### config.mk
export PLATFORM = sky130hd
export DESIGN_NAME = string_to_long_parser
export DESIGN_NICKNAME = d
export VERILOG_FILES = /design/src/rtl/stl_pkg.sv /design/src/rtl/string_to_long_parser.sv /design/src/rtl/stl_datapath.sv /design/src/rtl/stl_ctrl.sv
export SDC_FILE = /design/constraint.sdc
export NUM_CORES = 1
export LEC_CHECK = 0
export BUFFER_PORTS_ARGS = -buffer_cell sky130_fd_sc_hd__buf_2
export CORE_MARGIN = 1
export CORE_UTILIZATION = 64
export CTS_BUF_LIST = sky130_fd_sc_hd__clkbuf_8
export CTS_CLUSTER_DIAMETER = 50
export DETAILED_ROUTE_END_ITERATION = 12
export PLACE_DENSITY = 0.78
export RECOVER_POWER = 25
export SKIP_CTS_REPAIR_TIMING = 1
export SYNTH_ARGS = -nofsm -noshare
export SYNTH_HDL_FRONTEND = slang
export SYNTH_SLANG_ARGS = --single-unit
### constraint.sdc
create_clock -name clk -period 12.7 [get_ports clk]
set_clock_uncertainty 0.15 [all_clocks]
set_input_delay 0.635 -clock clk [delete_from_list [all_inputs] [get_ports clk]]
set_output_delay 0.635 -clock clk [all_outputs]
set_load 0.05 [all_outputs]
### src/rtl/stl_pkg.sv
// shared constants, types and character helpers of the string to long parser
package stl_pkg;

  localparam int MAX_LENGTH  = 4096;
  localparam int VALUE_WIDTH = 64;
  localparam int OUT_W       = 64;
  localparam int POS_W       = $clog2(MAX_LENGTH);
  localparam int IDX_W       = 12;
  localparam int BASE_W      = 6;
  localparam int CHAR_W      = 8;
  localparam int DIGIT_W     = 6;
  localparam int TDATA_W     = ((OUT_W + IDX_W + 7) / 8) * 8;
  localparam int TUSER_W     = 2;
  localparam int PROD_W      = VALUE_WIDTH + BASE_W;

  localparam logic [BASE_W-1:0] BASE_BIN   = BASE_W'(2);
  localparam logic [BASE_W-1:0] BASE_OCT   = BASE_W'(8);
  localparam logic [BASE_W-1:0] BASE_DEC   = BASE_W'(10);
  localparam logic [BASE_W-1:0] BASE_HEX   = BASE_W'(16);
  localparam logic [BASE_W-1:0] BASE_AUTO  = BASE_W'(0);
  localparam logic [BASE_W-1:0] BASE_RESET = BASE_DEC;

  localparam logic [CHAR_W-1:0] CH_SPACE   = 8'h20;
  localparam logic [CHAR_W-1:0] CH_TAB     = 8'h09;
  localparam logic [CHAR_W-1:0] CH_CR      = 8'h0d;
  localparam logic [CHAR_W-1:0] CH_PLUS    = 8'h2b;
  localparam logic [CHAR_W-1:0] CH_MINUS   = 8'h2d;
  localparam logic [CHAR_W-1:0] CH_ZERO    = 8'h30;
  localparam logic [CHAR_W-1:0] CH_NINE    = 8'h39;
  localparam logic [CHAR_W-1:0] CH_UPPER_A = 8'h41;
  localparam logic [CHAR_W-1:0] CH_UPPER_B = 8'h42;
  localparam logic [CHAR_W-1:0] CH_UPPER_X = 8'h58;
  localparam logic [CHAR_W-1:0] CH_UPPER_Z = 8'h5a;
  localparam logic [CHAR_W-1:0] CH_LOWER_A = 8'h61;
  localparam logic [CHAR_W-1:0] CH_LOWER_B = 8'h62;
  localparam logic [CHAR_W-1:0] CH_LOWER_X = 8'h78;
  localparam logic [CHAR_W-1:0] CH_LOWER_Z = 8'h7a;
  localparam logic [CHAR_W-1:0] UPPER_OFS  = CH_UPPER_A - 8'd10;
  localparam logic [CHAR_W-1:0] LOWER_OFS  = CH_LOWER_A - 8'd10;

  typedef enum logic [5:0] {
    PH_SPACE  = 6'b000001,
    PH_FIRST  = 6'b000010,
    PH_ZERO   = 6'b000100,
    PH_PREFIX = 6'b001000,
    PH_DIGITS = 6'b010000,
    PH_DONE   = 6'b100000
  } phase_t;

  typedef enum logic [2:0] {
    SEL_RAW,
    SEL_FIRST,
    SEL_ZERO,
    SEL_ACTIVE,
    SEL_HEX,
    SEL_BIN
  } base_sel_t;

  typedef enum logic [1:0] {
    FIN_NONE,
    FIN_ZERO,
    FIN_DIGITS,
    FIN_DONE
  } fin_sel_t;

  typedef struct packed {
    logic      item;
    logic      emit;
    logic      set_neg;
    logic      load_base;
    logic      take;
    logic      lead_zero;
    base_sel_t base_sel;
    fin_sel_t  fin_sel;
  } stl_cmd_t;

  typedef struct packed {
    logic ch_space;
    logic ch_minus;
    logic ch_plus;
    logic ch_zero;
    logic ch_x;
    logic ch_b;
    logic raw_zero;
    logic raw_hex;
    logic raw_bin;
    logic act_zero;
    logic act_hex;
    logic act_bin;
    logic digit_ok;
  } stl_stat_t;

  function automatic logic is_alnum(input logic [CHAR_W-1:0] c);
    return (c >= CH_ZERO && c <= CH_NINE) || (c >= CH_UPPER_A && c <= CH_UPPER_Z) ||
           (c >= CH_LOWER_A && c <= CH_LOWER_Z);
  endfunction

  function automatic logic [DIGIT_W-1:0] digit_value(input logic [CHAR_W-1:0] c);
    logic [CHAR_W-1:0] d;
    if (c >= CH_ZERO && c <= CH_NINE) begin
      d = c - CH_ZERO;
    end else if (c >= CH_UPPER_A && c <= CH_UPPER_Z) begin
      d = c - UPPER_OFS;
    end else if (c >= CH_LOWER_A && c <= CH_LOWER_Z) begin
      d = c - LOWER_OFS;
    end else begin
      d = '0;
    end
    return d[DIGIT_W-1:0];
  endfunction

endpackage

### src/rtl/string_to_long_parser.sv
// top level of the string to long parser: stream ports, controller and datapath
// The parser takes one character item per clock cycle, terminator included, as long
// as the result register is empty or being drained in that cycle; non-terminator
// items stall only while a finished result waits to be taken. The result appears on
// the master side in the cycle after the terminator is accepted. Each character goes
// through one multiply-add of the 64-bit accumulator by the 6-bit base together with
// the overflow compare in one combinational path, and that path sets the clock. The base
// register is written on the cfg channel, which is always ready; a new base applies
// to every string whose base is not yet chosen. There is no clearing pass after reset.
module string_to_long_parser import stl_pkg::*; (
  input  logic               clk,
  input  logic               rst,
  input  logic               s_tvalid,
  output logic               s_tready,
  input  logic [CHAR_W-1:0]  s_tdata,   // [7:0] character
  input  logic               s_tlast,   // end_of_string
  output logic               m_tvalid,
  input  logic               m_tready,
  output logic [TDATA_W-1:0] m_tdata,   // [63:0] value, [75:64] end_index, rest zero
  output logic [TUSER_W-1:0] m_tuser,   // [0] overflowed, [1] had_digits
  input  logic               cfg_valid,
  output logic               cfg_ready,
  input  logic [BASE_W-1:0]  cfg_data   // number_base
);

  stl_cmd_t         cmd;
  stl_stat_t        stat;
  logic [OUT_W-1:0] value;
  logic [IDX_W-1:0] end_index;
  logic             overflowed;
  logic             had_digits;

  assign cfg_ready = 1'b1;

  stl_ctrl u_ctrl (
    .clk      (clk),
    .rst      (rst),
    .s_tvalid (s_tvalid),
    .s_tlast  (s_tlast),
    .m_tready (m_tready),
    .stat     (stat),
    .s_tready (s_tready),
    .m_tvalid (m_tvalid),
    .cmd      (cmd)
  );

  stl_datapath u_datapath (
    .clk        (clk),
    .rst        (rst),
    .cfg_write  (cfg_valid && cfg_ready),
    .cfg_data   (cfg_data),
    .character  (s_tdata),
    .cmd        (cmd),
    .stat       (stat),
    .value      (value),
    .end_index  (end_index),
    .overflowed (overflowed),
    .had_digits (had_digits)
  );

  assign m_tdata = TDATA_W'({end_index, value});
  assign m_tuser = {had_digits, overflowed};

endmodule

### src/rtl/stl_datapath.sv
// parser datapath: base and string registers, digit multiply-add, result register
module stl_datapath import stl_pkg::*; (
  input  logic                clk,
  input  logic                rst,
  input  logic                cfg_write,
  input  logic [BASE_W-1:0]   cfg_data,
  input  logic [CHAR_W-1:0]   character,
  input  stl_cmd_t            cmd,
  output stl_stat_t           stat,
  output logic [OUT_W-1:0]    value,
  output logic [IDX_W-1:0]    end_index,
  output logic                overflowed,
  output logic                had_digits
);

  localparam logic [POS_W-1:0] POS_MAX = POS_W'(MAX_LENGTH - 1);
  localparam logic [VALUE_WIDTH-1:0] MIN_MAG = {1'b1, {(VALUE_WIDTH-1){1'b0}}};

  logic [BASE_W-1:0]      number_base;
  logic [BASE_W-1:0]      active_base;
  logic                   negative;
  logic [VALUE_WIDTH-1:0] acc;
  logic                   overflow_seen;
  logic                   digit_seen;
  logic [POS_W-1:0]       position;
  logic [POS_W-1:0]       end_position;

  logic [BASE_W-1:0]      wbase;
  logic [DIGIT_W-1:0]     dval;
  logic                   digit_ok;
  logic [VALUE_WIDTH-1:0] lim;
  logic [PROD_W-1:0]      prod;
  logic [PROD_W-1:0]      sum;
  logic                   ovf_now;
  logic                   seen_before;
  logic                   fin_had;
  logic [POS_W-1:0]       fin_end;
  logic [VALUE_WIDTH-1:0] res;

  always_comb begin
    case (cmd.base_sel)
      SEL_RAW:    wbase = number_base;
      SEL_FIRST:  wbase = (number_base == BASE_AUTO) ? BASE_DEC : number_base;
      SEL_ZERO:   wbase = (active_base == BASE_AUTO) ? BASE_OCT : active_base;
      SEL_ACTIVE: wbase = active_base;
      SEL_HEX:    wbase = BASE_HEX;
      SEL_BIN:    wbase = BASE_BIN;
      default:    wbase = active_base;
    endcase
  end

  assign dval     = digit_value(character);
  assign digit_ok = is_alnum(character) && (BASE_W'(dval) < wbase);

  // largest magnitude the sign allows
  assign lim  = MIN_MAG - VALUE_WIDTH'(!negative);
  assign prod = PROD_W'(acc) * PROD_W'(wbase);
  assign sum  = prod + PROD_W'(dval);
  assign ovf_now = overflow_seen || (sum > PROD_W'(lim));
  // the implied leading zero counts as a digit already taken
  assign seen_before = digit_seen || cmd.lead_zero;

  always_comb begin
    stat.ch_space = (character == CH_SPACE) || (character >= CH_TAB && character <= CH_CR);
    stat.ch_minus = (character == CH_MINUS);
    stat.ch_plus  = (character == CH_PLUS);
    stat.ch_zero  = (character == CH_ZERO);
    stat.ch_x     = (character == CH_LOWER_X) || (character == CH_UPPER_X);
    stat.ch_b     = (character == CH_LOWER_B) || (character == CH_UPPER_B);
    stat.raw_zero = (number_base == BASE_AUTO);
    stat.raw_hex  = (number_base == BASE_HEX);
    stat.raw_bin  = (number_base == BASE_BIN);
    stat.act_zero = (active_base == BASE_AUTO);
    stat.act_hex  = (active_base == BASE_HEX);
    stat.act_bin  = (active_base == BASE_BIN);
    stat.digit_ok = digit_ok;
  end

  always_comb begin
    case (cmd.fin_sel)
      FIN_ZERO: begin
        fin_had = 1'b1;
        fin_end = position;
      end
      FIN_DIGITS: begin
        fin_had = digit_seen;
        fin_end = digit_seen ? position : '0;
      end
      FIN_DONE: begin
        fin_had = digit_seen;
        fin_end = end_position;
      end
      default: begin
        fin_had = 1'b0;
        fin_end = '0;
      end
    endcase
    if (overflow_seen) begin
      res = negative ? MIN_MAG : MIN_MAG - VALUE_WIDTH'(1);
    end else begin
      res = negative ? (VALUE_WIDTH'(0) - acc) : acc;
    end
  end

  always_ff @(posedge clk) begin
    if (rst) begin
      number_base   <= BASE_RESET;
      active_base   <= BASE_AUTO;
      negative      <= 1'b0;
      acc           <= '0;
      overflow_seen <= 1'b0;
      digit_seen    <= 1'b0;
      position      <= '0;
      end_position  <= '0;
    end else begin
      if (cfg_write) begin
        number_base <= cfg_data;
      end
      if (cmd.emit) begin
        active_base   <= BASE_AUTO;
        negative      <= 1'b0;
        acc           <= '0;
        overflow_seen <= 1'b0;
        digit_seen    <= 1'b0;
        position      <= '0;
        end_position  <= '0;
      end else if (cmd.item) begin
        if (position < POS_MAX) begin
          position <= position + POS_W'(1);
        end
        if (cmd.set_neg) begin
          negative <= 1'b1;
        end
        if (cmd.load_base) begin
          active_base <= wbase;
        end
        if (cmd.take) begin
          if (digit_ok) begin
            if (!ovf_now) begin
              acc <= sum[VALUE_WIDTH-1:0];
            end
            overflow_seen <= ovf_now;
            digit_seen    <= 1'b1;
          end else begin
            digit_seen   <= seen_before;
            end_position <= seen_before ? position : '0;
          end
        end
      end
    end
  end

  always_ff @(posedge clk) begin
    if (cmd.emit) begin
      value      <= OUT_W'($signed(res));
      end_index  <= IDX_W'(fin_end);
      overflowed <= overflow_seen;
      had_digits <= fin_had;
    end
  end

  a_ovf_needs_digit: assert property (@(posedge clk) disable iff (rst)
    overflow_seen |-> digit_seen)
    else $error("overflow flagged without any digit");

  a_acc_in_range: assert property (@(posedge clk) disable iff (rst)
    acc <= lim)
    else $error("accumulator beyond signed range");

  a_acc_needs_digit: assert property (@(posedge clk) disable iff (rst)
    !digit_seen |-> acc == '0)
    else $error("accumulator loaded without any digit");

endmodule

### src/rtl/stl_ctrl.sv
// parser controller: phase state machine and stream handshakes
module stl_ctrl import stl_pkg::*; (
  input  logic      clk,
  input  logic      rst,
  input  logic      s_tvalid,
  input  logic      s_tlast,
  input  logic      m_tready,
  input  stl_stat_t stat,
  output logic      s_tready,
  output logic      m_tvalid,
  output stl_cmd_t  cmd
);

  phase_t phase;
  phase_t phase_next;
  logic   take_item;

  assign s_tready  = !m_tvalid || m_tready;
  assign take_item = s_tvalid && s_tready;

  always_comb begin
    cmd           = '0;
    cmd.item      = take_item && !s_tlast;
    cmd.emit      = take_item && s_tlast;
    cmd.base_sel  = SEL_ACTIVE;
    phase_next    = phase;
    case (phase)
      PH_ZERO:   cmd.fin_sel = FIN_ZERO;
      PH_DIGITS: cmd.fin_sel = FIN_DIGITS;
      PH_DONE:   cmd.fin_sel = FIN_DONE;
      default:   cmd.fin_sel = FIN_NONE;
    endcase

    if (cmd.emit) begin
      phase_next = PH_SPACE;
    end else if (cmd.item) begin
      case (phase)
        PH_SPACE, PH_FIRST: begin
          if (phase == PH_SPACE && stat.ch_space) begin
            phase_next = PH_SPACE;
          end else if (phase == PH_SPACE && stat.ch_minus) begin
            cmd.set_neg = 1'b1;
            phase_next  = PH_FIRST;
          end else if (phase == PH_SPACE && stat.ch_plus) begin
            phase_next = PH_FIRST;
          end else if (stat.ch_zero && (stat.raw_zero || stat.raw_hex || stat.raw_bin)) begin
            // a zero that may open a prefix: hold the raw base for the next item
            cmd.base_sel  = SEL_RAW;
            cmd.load_base = 1'b1;
            phase_next    = PH_ZERO;
          end else begin
            cmd.base_sel  = SEL_FIRST;
            cmd.load_base = 1'b1;
            cmd.take      = 1'b1;
            phase_next    = stat.digit_ok ? PH_DIGITS : PH_DONE;
          end
        end
        PH_ZERO: begin
          if (stat.ch_x && (stat.act_zero || stat.act_hex)) begin
            cmd.base_sel  = SEL_HEX;
            cmd.load_base = 1'b1;
            phase_next    = PH_PREFIX;
          end else if (stat.ch_b && (stat.act_zero || stat.act_bin)) begin
            cmd.base_sel  = SEL_BIN;
            cmd.load_base = 1'b1;
            phase_next    = PH_PREFIX;
          end else begin
            // the held zero is a digit, then this character is tried too
            cmd.base_sel  = SEL_ZERO;
            cmd.load_base = 1'b1;
            cmd.lead_zero = 1'b1;
            cmd.take      = 1'b1;
            phase_next    = stat.digit_ok ? PH_DIGITS : PH_DONE;
          end
        end
        PH_PREFIX, PH_DIGITS: begin
          cmd.take   = 1'b1;
          phase_next = stat.digit_ok ? PH_DIGITS : PH_DONE;
        end
        default: begin
          phase_next = phase;
        end
      endcase
    end
  end

  always_ff @(posedge clk) begin
    if (rst) begin
      phase    <= PH_SPACE;
      m_tvalid <= 1'b0;
    end else begin
      phase <= phase_next;
      if (cmd.emit) begin
        m_tvalid <= 1'b1;
      end else if (m_tready) begin
        m_tvalid <= 1'b0;
      end
    end
  end

  a_ready_when_empty: assert property (@(posedge clk) disable iff (rst)
    !m_tvalid |-> s_tready)
    else $error("input stalled with an empty result register");

  a_term_rearms: assert property (@(posedge clk) disable iff (rst)
    cmd.emit |=> (phase == PH_SPACE) && m_tvalid)
    else $error("terminator did not rearm the parser and present a result");

  a_done_holds: assert property (@(posedge clk) disable iff (rst)
    (phase == PH_DONE) && !cmd.emit |=> phase == PH_DONE)
    else $error("parser left the stopped phase before the terminator");

endmodule
==> summary.md, run 1 <==
| Metric | Value |
|---|---|
| Slowest CP cell | `a22o_2` |
| HPWL after detailed placement | `51.4 mm` |
| Total GRT Usage | `36.3%` |
| Synth top cells by count | `404 x nand2_1, 252 x fa_1, 246 x and2_1` |
| Overflow after GRT | `0` |
| Library cells used by synthesis | `76` |
| Area leader, netlist | `fa_1` |
| Nets | `3298` |
| Routed Wire Length | `67.4 mm` |
| Number of global-route vias before repair | `20980` |
| Post-Syn Area | `24100 sq um` |
| Hold Path Class | `in2reg` |
| Core ar. | `36900 sq um` |
| CTS H-tree lvls | `4` |
| PD cells | `52.8 nW/um^2` |
| Synth-to-Final Area Change | `4.60%` |
| Clock transition at path regs | `120 ps` |
| Die height | `196 microns` |
| Critical Path RT | `13010 ps` |
| Synth Instances | `2839` |
| Row count | `70` |
| Iteration-0 DRC Markers | `1541` |
| Synth top area cells | `fa_1 21%, ha_1 12%, edfxtp_1 9.7%` |
| Io pins | `105` |
| Final setup viols | `0` |
| Worst skew pair latency | `550 ps` |
| Final core occ | `68.5%` |
| Crit start category | `primary input` |
| Syn_area_per_cell | `8.50 sq um` |
| RSZ-0062 raised after global routing | `false` |
| Fill cell count | `3053` |
| F_max | `85.0 MHz` |
| Top_reg_cell synth | `dfxtp_1` |
| Num Clock Sinks | `188` |
| Avg Vias per Cell | `6.22` |
| Routed vias | `20632` |
| Data arrival, critical path | `12070 ps` |
| Most common cell in the netlist | `nand2_1` |
| Routability cong. | `0.920` |
| Drt drc | `0` |
| Register area | `4550 sq um` |
| Share of the yosys chip area belonging to registers | `18.8%` |
| Final Hold Fails | `0` |
| Period utilisation layout | `92.6%` |
| CTS tree | `yes` |
| Failing checks | `capacitance limit, slew limit` |
| I/O Buffers | `99` |
| Min cycle time layout | `11760 ps` |
| Initial antenna violation count | `2` |
| Synthesized flop and latch total | `188` |
| Share of layout cells above drive strength 1 | `5.69%` |
| Post-synth ARST share | `0%` |
| Post-route setup TNS | `0 ps` |
| Starting Density | `65.5%` |
| Root Buffer | `clkbuf_8` |
| CTS Buf Count | `17` |
| Post-DRT Antenna Nets | `0` |
| Maximum VDD drop | `57.8 uV` |
| Total power | `1.33 mW` |
| Die ar. | `38500 sq um` |
| R2R Setup Slk | `1100 ps` |
| Slew HR | `-52.1%` |
| Kind of end point of the critical path | `register` |
| Worst slack at placement | `597 ps` |
| Pleak | `12.2 nW` |
| CP max stage delay | `640 ps` |
| Final Max Tran Viols | `86` |
| Die X | `196 microns` |
| Worst setup path class | `in2reg` |
| Routed len/inst | `20.3 microns` |
| Status | `finished, violations left` |
| Area occupied by multi-input gates | `18100 sq um` |
| Post-synth EDFFs | `78` |
| Post-synth top area share | `20.9%` |
| Crit path max fanout | `39` |
| Tightest Pin Transition | `2280 ps` |
| Pin count of the biggest net entering global routing | `80` |
| Max_cap viols | `2` |
| DRT Pass-1 Iters | `8` |
| Yosys warns | `0` |
| Worst-case clock buffer depth | `2` |
| N_diodes | `0` |
| Global-route wire length before repair | `110 mm` |
| Final WS setup | `937 ps` |
[cell usage in the layout (no fill, tap or decap), drive strengths merged, types with 32 or more instances in the layout]
cell type  synthesis  final
fa               252    252
and2             247    247
nand2            404    404
o21ai            114    114
edfxtp            78     78
nand4             32     32
inv              227    237
xor2              45     45
nand3             42     42
ha               227    227
mux2i             73     73
dfxtp            110    110
xnor2             44     44
nor2             171    171
clkbuf           167     48
a21o              46     46
buf               21     95
nor3              50     50
a21oi            148    148
[cell families (layout without fill, tap and decap cells)]
logic type | Yosys count | in the layout | synth area share [%]
AOI/OAI and AO/OA | 499 | 499 | 13.3
xor gates and xnor gates | 89 | 89 | 3.23
adders and majority gates | 479 | 479 | 32.7
buffers and inverters | 416 | 386 | 6.61
DFF | 188 | 188 | 18.8
muxes | 75 | 75 | 3.12
other | 2 | 5 | 0.0311
and+or+nand+nor | 1091 | 1091 | 22.2
[cell type report]
cell class | count | share of cell area [%]
Tap cell | 504 | 2.50
Clock buffer | 17 | 0.927
Clock inverter | 15 | 0.897
Timing Repair Buffer | 126 | 2.69
Multi-Input combinational cell | 2238 | 71.6
Inverter | 228 | 3.39
Sequential cell | 188 | 18.0
[metal layers]
metal	track usage, %	vias to the layer above	part of all wire [%]
met5	0	-	0
met4	13.0	0	2.9
met3	8.11	134	8.9
met2	58.7	894	46
met1	48.0	10083	42
li1	-	9521	-
[path summary, 6_finish.rpt]
path                                 startpoint                         to  cells past startpoint
worst max-delay path                 s_tdata[1]          u_datapath.acc[5]                     42
worst min-delay path                cfg_data[3]  u_datapath.number_base[3]                      2
worst max register to register  u_ctrl.phase[2]          u_datapath.acc[5]                     38
worst min register to register  u_ctrl.phase[1]            u_ctrl.phase[1]                      2
[sequential cells by signal, indices dropped and copies added, names as in the netlist]
name and cells:
u_datapath.position 12, u_datapath.end_index 12, u_datapath.overflow_seen 1, u_datapath.end_position 12, u_ctrl.m_tvalid 1, u_datapath.number_base 6, u_datapath.acc 64, u_datapath.had_digits 1
u_ctrl.phase 6, u_datapath.overflowed 1, u_datapath.value 64, u_datapath.digit_seen 1, u_datapath.active_base 6, u_datapath.negative 1
[power breakdown]
group / internal [mW] / leakage, nW / switching, mW
logic: 0.0478 / 10.4 / 0.162
clock network: 0.165 / 0.225 / 0.307
registers: 0.642 / 1.64 / 0.00838
total: 0.855 / 12.2 / 0.478
[through the flow]
stage	hold slack, ps	std cells	cell area [sq um]
detailed placement	332	3284	24800
global placement	303	3284	24800
CTS	127	3316	25300
global route	135	3316	25200
finish	156	3316	25200
floorplan	287	2842	24200
[worst max-delay path, delay by kind of cell]
kind                     cells  cell delay [ps]
XOR/XNOR                     1              200
buffers and inverters        8             1120
AO/OA/AOI/OAI               15             4140
adder cells (fa/ha/maj)      7             3070
AND/OR/NAND/NOR             10             2590
multiplexers                 1              220
(Power assumes the default switching activity.)
==> run 2: changes to the inputs <==
--- a/config.mk
+++ b/config.mk
@@ -5,13 +5,13 @@
 export SDC_FILE = /design/constraint.sdc
 export NUM_CORES = 1
 export LEC_CHECK = 0
+export ABC_AREA = 1
 export BUFFER_PORTS_ARGS = -buffer_cell sky130_fd_sc_hd__buf_2
 export CORE_MARGIN = 1
-export CORE_UTILIZATION = 64
-export CTS_BUF_LIST = sky130_fd_sc_hd__clkbuf_8
+export CORE_UTILIZATION = 55
 export CTS_CLUSTER_DIAMETER = 50
 export DETAILED_ROUTE_END_ITERATION = 12
-export PLACE_DENSITY = 0.78
+export PLACE_DENSITY = 0.68
 export RECOVER_POWER = 25
 export SKIP_CTS_REPAIR_TIMING = 1
 export SYNTH_ARGS = -nofsm -noshare
==> run 2 against run 1 <==
Net effect: largest power group unchanged; total power is 32% higher; clock power is 16% higher; critical path type unchanged; highest routed layer unchanged; the run still ends with capacitance limit, slew limit left; fmax is 12% higher.
==> summary.md, run 2 <==
| Metric | Value |
|---|---|
| Status | `finished, violations left (unchanged)` |
| Failing checks | `capacitance limit, slew limit (unchanged)` |
| RSZ-0062 raised after global routing | `false (unchanged)` |
| Pleak | `13.5 nW (was 12.2 nW)` |
| Total power | `1.75 mW (was 1.33 mW)` |
| CTS Buf Count | `17 (unchanged)` |
| Num Clock Sinks | `188 (unchanged)` |
| Number of global-route vias before repair | `23051 (was 20980)` |
| Share of layout cells above drive strength 1 | `3.15% (was 5.69%)` |
| Routed vias | `23764 (was 20632)` |
| CTS tree | `yes (unchanged)` |
| Maximum VDD drop | `97.2 uV (was 57.8 uV)` |
| HPWL after detailed placement | `67.4 mm (was 51.4 mm)` |
| Starting Density | `55.7% (was 65.5%)` |
| R2R Setup Slk | `2210 ps (was 1100 ps)` |
| Biggest regs | `u_datapath.acc: 64 flops, u_datapath.value: 64 flops (unchanged)` |
| Avg Vias per Cell | `5.72 (was 6.22)` |
| DRT Pass-1 Iters | `8 (unchanged)` |
| I/O Buffers | `99 (unchanged)` |
| CP max stage delay | `780 ps (was 640 ps)` |
| WHS | `248 ps (was 156 ps)` |
| PD cells | `65.9 nW/um^2 (was 52.8 nW/um^2)` |
| Min cycle time layout | `10520 ps (was 11760 ps)` |
| CTS H-tree lvls | `4 (unchanged)` |
| Crit path max fanout | `63 (was 39)` |
| Area leader, netlist | `fa_1 (unchanged)` |
| Routed Wire Length | `82.2 mm (was 67.4 mm)` |
| Worst-case clock buffer depth | `2 (unchanged)` |
| Nets | `4042 (was 3298)` |
| Share of the yosys chip area belonging to registers | `18.0% (was 18.8%)` |
| Clock transition at path regs | `80 ps (was 120 ps)` |
| Synth Instances | `3529 (was 2839)` |
| Crit start category | `primary input (unchanged)` |
| Yosys warns | `0 (unchanged)` |
| Synth top area cells | `fa_1 20%, ha_1 11%, nand2_1 10% (was fa_1 21%, ha_1 12%, edfxtp_1 9.7%)` |
| Pin count of the biggest net entering global routing | `88 (was 80)` |
| Worst setup path class | `in2reg (unchanged)` |
| Root Buffer | `clkbuf_16 (was clkbuf_8)` |
| Final Hold Fails | `0 (unchanged)` |
| Total GRT Usage | `35.6% (was 36.3%)` |
| F_max | `95.1 MHz (was 85.0 MHz)` |
| Syn_area_per_cell | `7.16 sq um (was 8.50 sq um)` |
| Slew HR | `-64.8% (was -52.1%)` |
| Worst skew pair latency | `470 ps (was 550 ps)` |
| Post-route setup TNS | `0 ps (unchanged)` |
| Tightest Pin Transition | `2470 ps (was 2280 ps)` |
| Library cells used by synthesis | `58 (was 76)` |
| Most common cell in the netlist | `nand2_1 (unchanged)` |
| Post-Syn Area | `25300 sq um (was 24100 sq um)` |
| Post-synth ARST share | `0% (unchanged)` |
| Row count | `78 (was 70)` |
| Period utilisation layout | `82.8% (was 92.6%)` |
| Routed len/inst | `19.8 microns (was 20.3 microns)` |
| Synthesized flop and latch total | `188 (unchanged)` |
| Data arrival, critical path | `10770 ps (was 12070 ps)` |
| Overflow after GRT | `0 (unchanged)` |
| Synth top cells by count | `686 x nand2_1, 609 x nor2_1, 543 x inv_1 (was 404 x nand2_1, 252 x fa_1, 246 x and2_1)` |
| Iteration-0 DRC Markers | `2365 (was 1541)` |
| Critical Path RT | `12950 ps (was 13010 ps)` |
| Max_cap viols | `1 (was 2)` |
| N_diodes | `0 (unchanged)` |
| Core ar. | `45400 sq um (was 36900 sq um)` |
| Most used cell, CP | `nand2_1` |
| Post-synth top area share | `20.0% (was 20.9%)` |
| Io pins | `105 (unchanged)` |
| Die X | `216 microns (was 196 microns)` |
| Kind of end point of the critical path | `register (unchanged)` |
| Routability cong. | `1.03 (was 0.920)` |
| Top_reg_cell synth | `dfxtp_1 (unchanged)` |
| Fill cell count | `4418 (was 3053)` |
| Final Max Tran Viols | `62 (was 86)` |
| Die ar. | `46800 sq um (was 38500 sq um)` |
| Post-DRT Antenna Nets | `0 (unchanged)` |
| Initial antenna violation count | `0 (was 2)` |
| Commonest non-fill, non-tap cell in the layout | `nand2_1 (unchanged)` |
| Final setup viols | `0 (unchanged)` |
| Post-synth EDFFs | `78 (unchanged)` |
| Global-route wire length before repair | `129 mm (was 110 mm)` |
| Synth-to-Final Area Change | `5.34% (was 4.60%)` |
| Slowest CP cell | `inv_2 (was a22o_2)` |
| Most frequent cells in the layout | `686 x nand2_1, 609 x nor2_1, 543 x inv_1, 252 x fa_1, 238 x a21oi_1 (was 404 x nand2_1, 252 x fa_1, 246 x and2_1, 227 x ha_1, 225 x inv_1)` |
| Drt drc | `0 (unchanged)` |
| Hold Path Class | `in2reg (unchanged)` |
| Die height | `216 microns (was 196 microns)` |
run 2: cell types whose count changed after synthesis, sizes merged, moves of 30 or more:
cell    change
and2      -245
xnor2      -30
a21oi      +93
nor2      +442
nand3      +94
or3        -31
mux2i      -73
nand2     +284
a21o       -35
xor2       +56
inv       +336
buf        +36
nand3b     +32
clkbuf     -96
run 2: critical path, delay by kind of cell:
kind,cells,cell delay (ps)
simple gates,23,3110
fa+ha+maj,7,2820
buf+inv,9,2110
compound gates,8,2010
run 2: path summary, 6_finish.rpt:
check                                   start                           to  depth (start not counted)
setup / recovery                   s_tdata[0]            u_datapath.acc[2]                         47
hold / removal                    cfg_data[1]    u_datapath.number_base[1]                          3
setup reg to reg              u_ctrl.phase[2]            u_datapath.acc[2]                         42
hold reg to reg   u_datapath.end_position[10]  u_datapath.end_position[10]                          2
run 2: power breakdown:
group          leakage [nW]  internal [mW]  total [mW]  switching, mW
Clock                 0.292          0.266       0.546          0.281
Sequential             1.64          0.661       0.694         0.0333
Combinational          11.6          0.134       0.513          0.379
Total                  13.5           1.06        1.75          0.693
run 2: layout make-up:
class,instances,area [sq um],share of cell area [%]
flip-flops and latches,188,4550,17.1
clock buffers,17,425,1.60
multi-input cells,2649,18000,67.7
repair buffers,120,563,2.12
clock inverters,15,173,0.649
well taps,600,751,2.82
inverters,567,2130,8.00
run 2: logic make-up (layout without fill, tap and decap cells):
kind of cell	after synthesis	after routing	synth area share [%]
AOI/OAI and AO/OA	454	454	9.79
xor gates and xnor gates	115	115	3.99
adders and majority gates	479	479	31.2
buffers and inverters	695	719	10.8
DFF	188	188	18.0
other	2	5	0.0297
and+or+nand+nor	1596	1596	26.2
run 2: routing by layer:
| metal | vias up | routed length (microns) | GRT usage, % |
|---|---|---|---|
| li1 | 11150 | - | - |
| met1 | 11351 | 36900 | 51.6 |
| met2 | 1145 | 35900 | 54.8 |
| met3 | 118 | 7470 | 6.15 |
| met4 | 0 | 1990 | 9.55 |
| met5 | - | 0 | 0 |
run 2: stage by stage:
step	std cells	area (sq um)	worst slack [ps]	utilization, %
floorplan	3532	25300	4130	-
global placement	4124	26100	2160	57.5
detailed placement	4124	26100	2020	57.5
CTS	4156	26700	2470	58.9
global route	4156	26600	1610	58.6
finish	4156	26600	2180	58.6
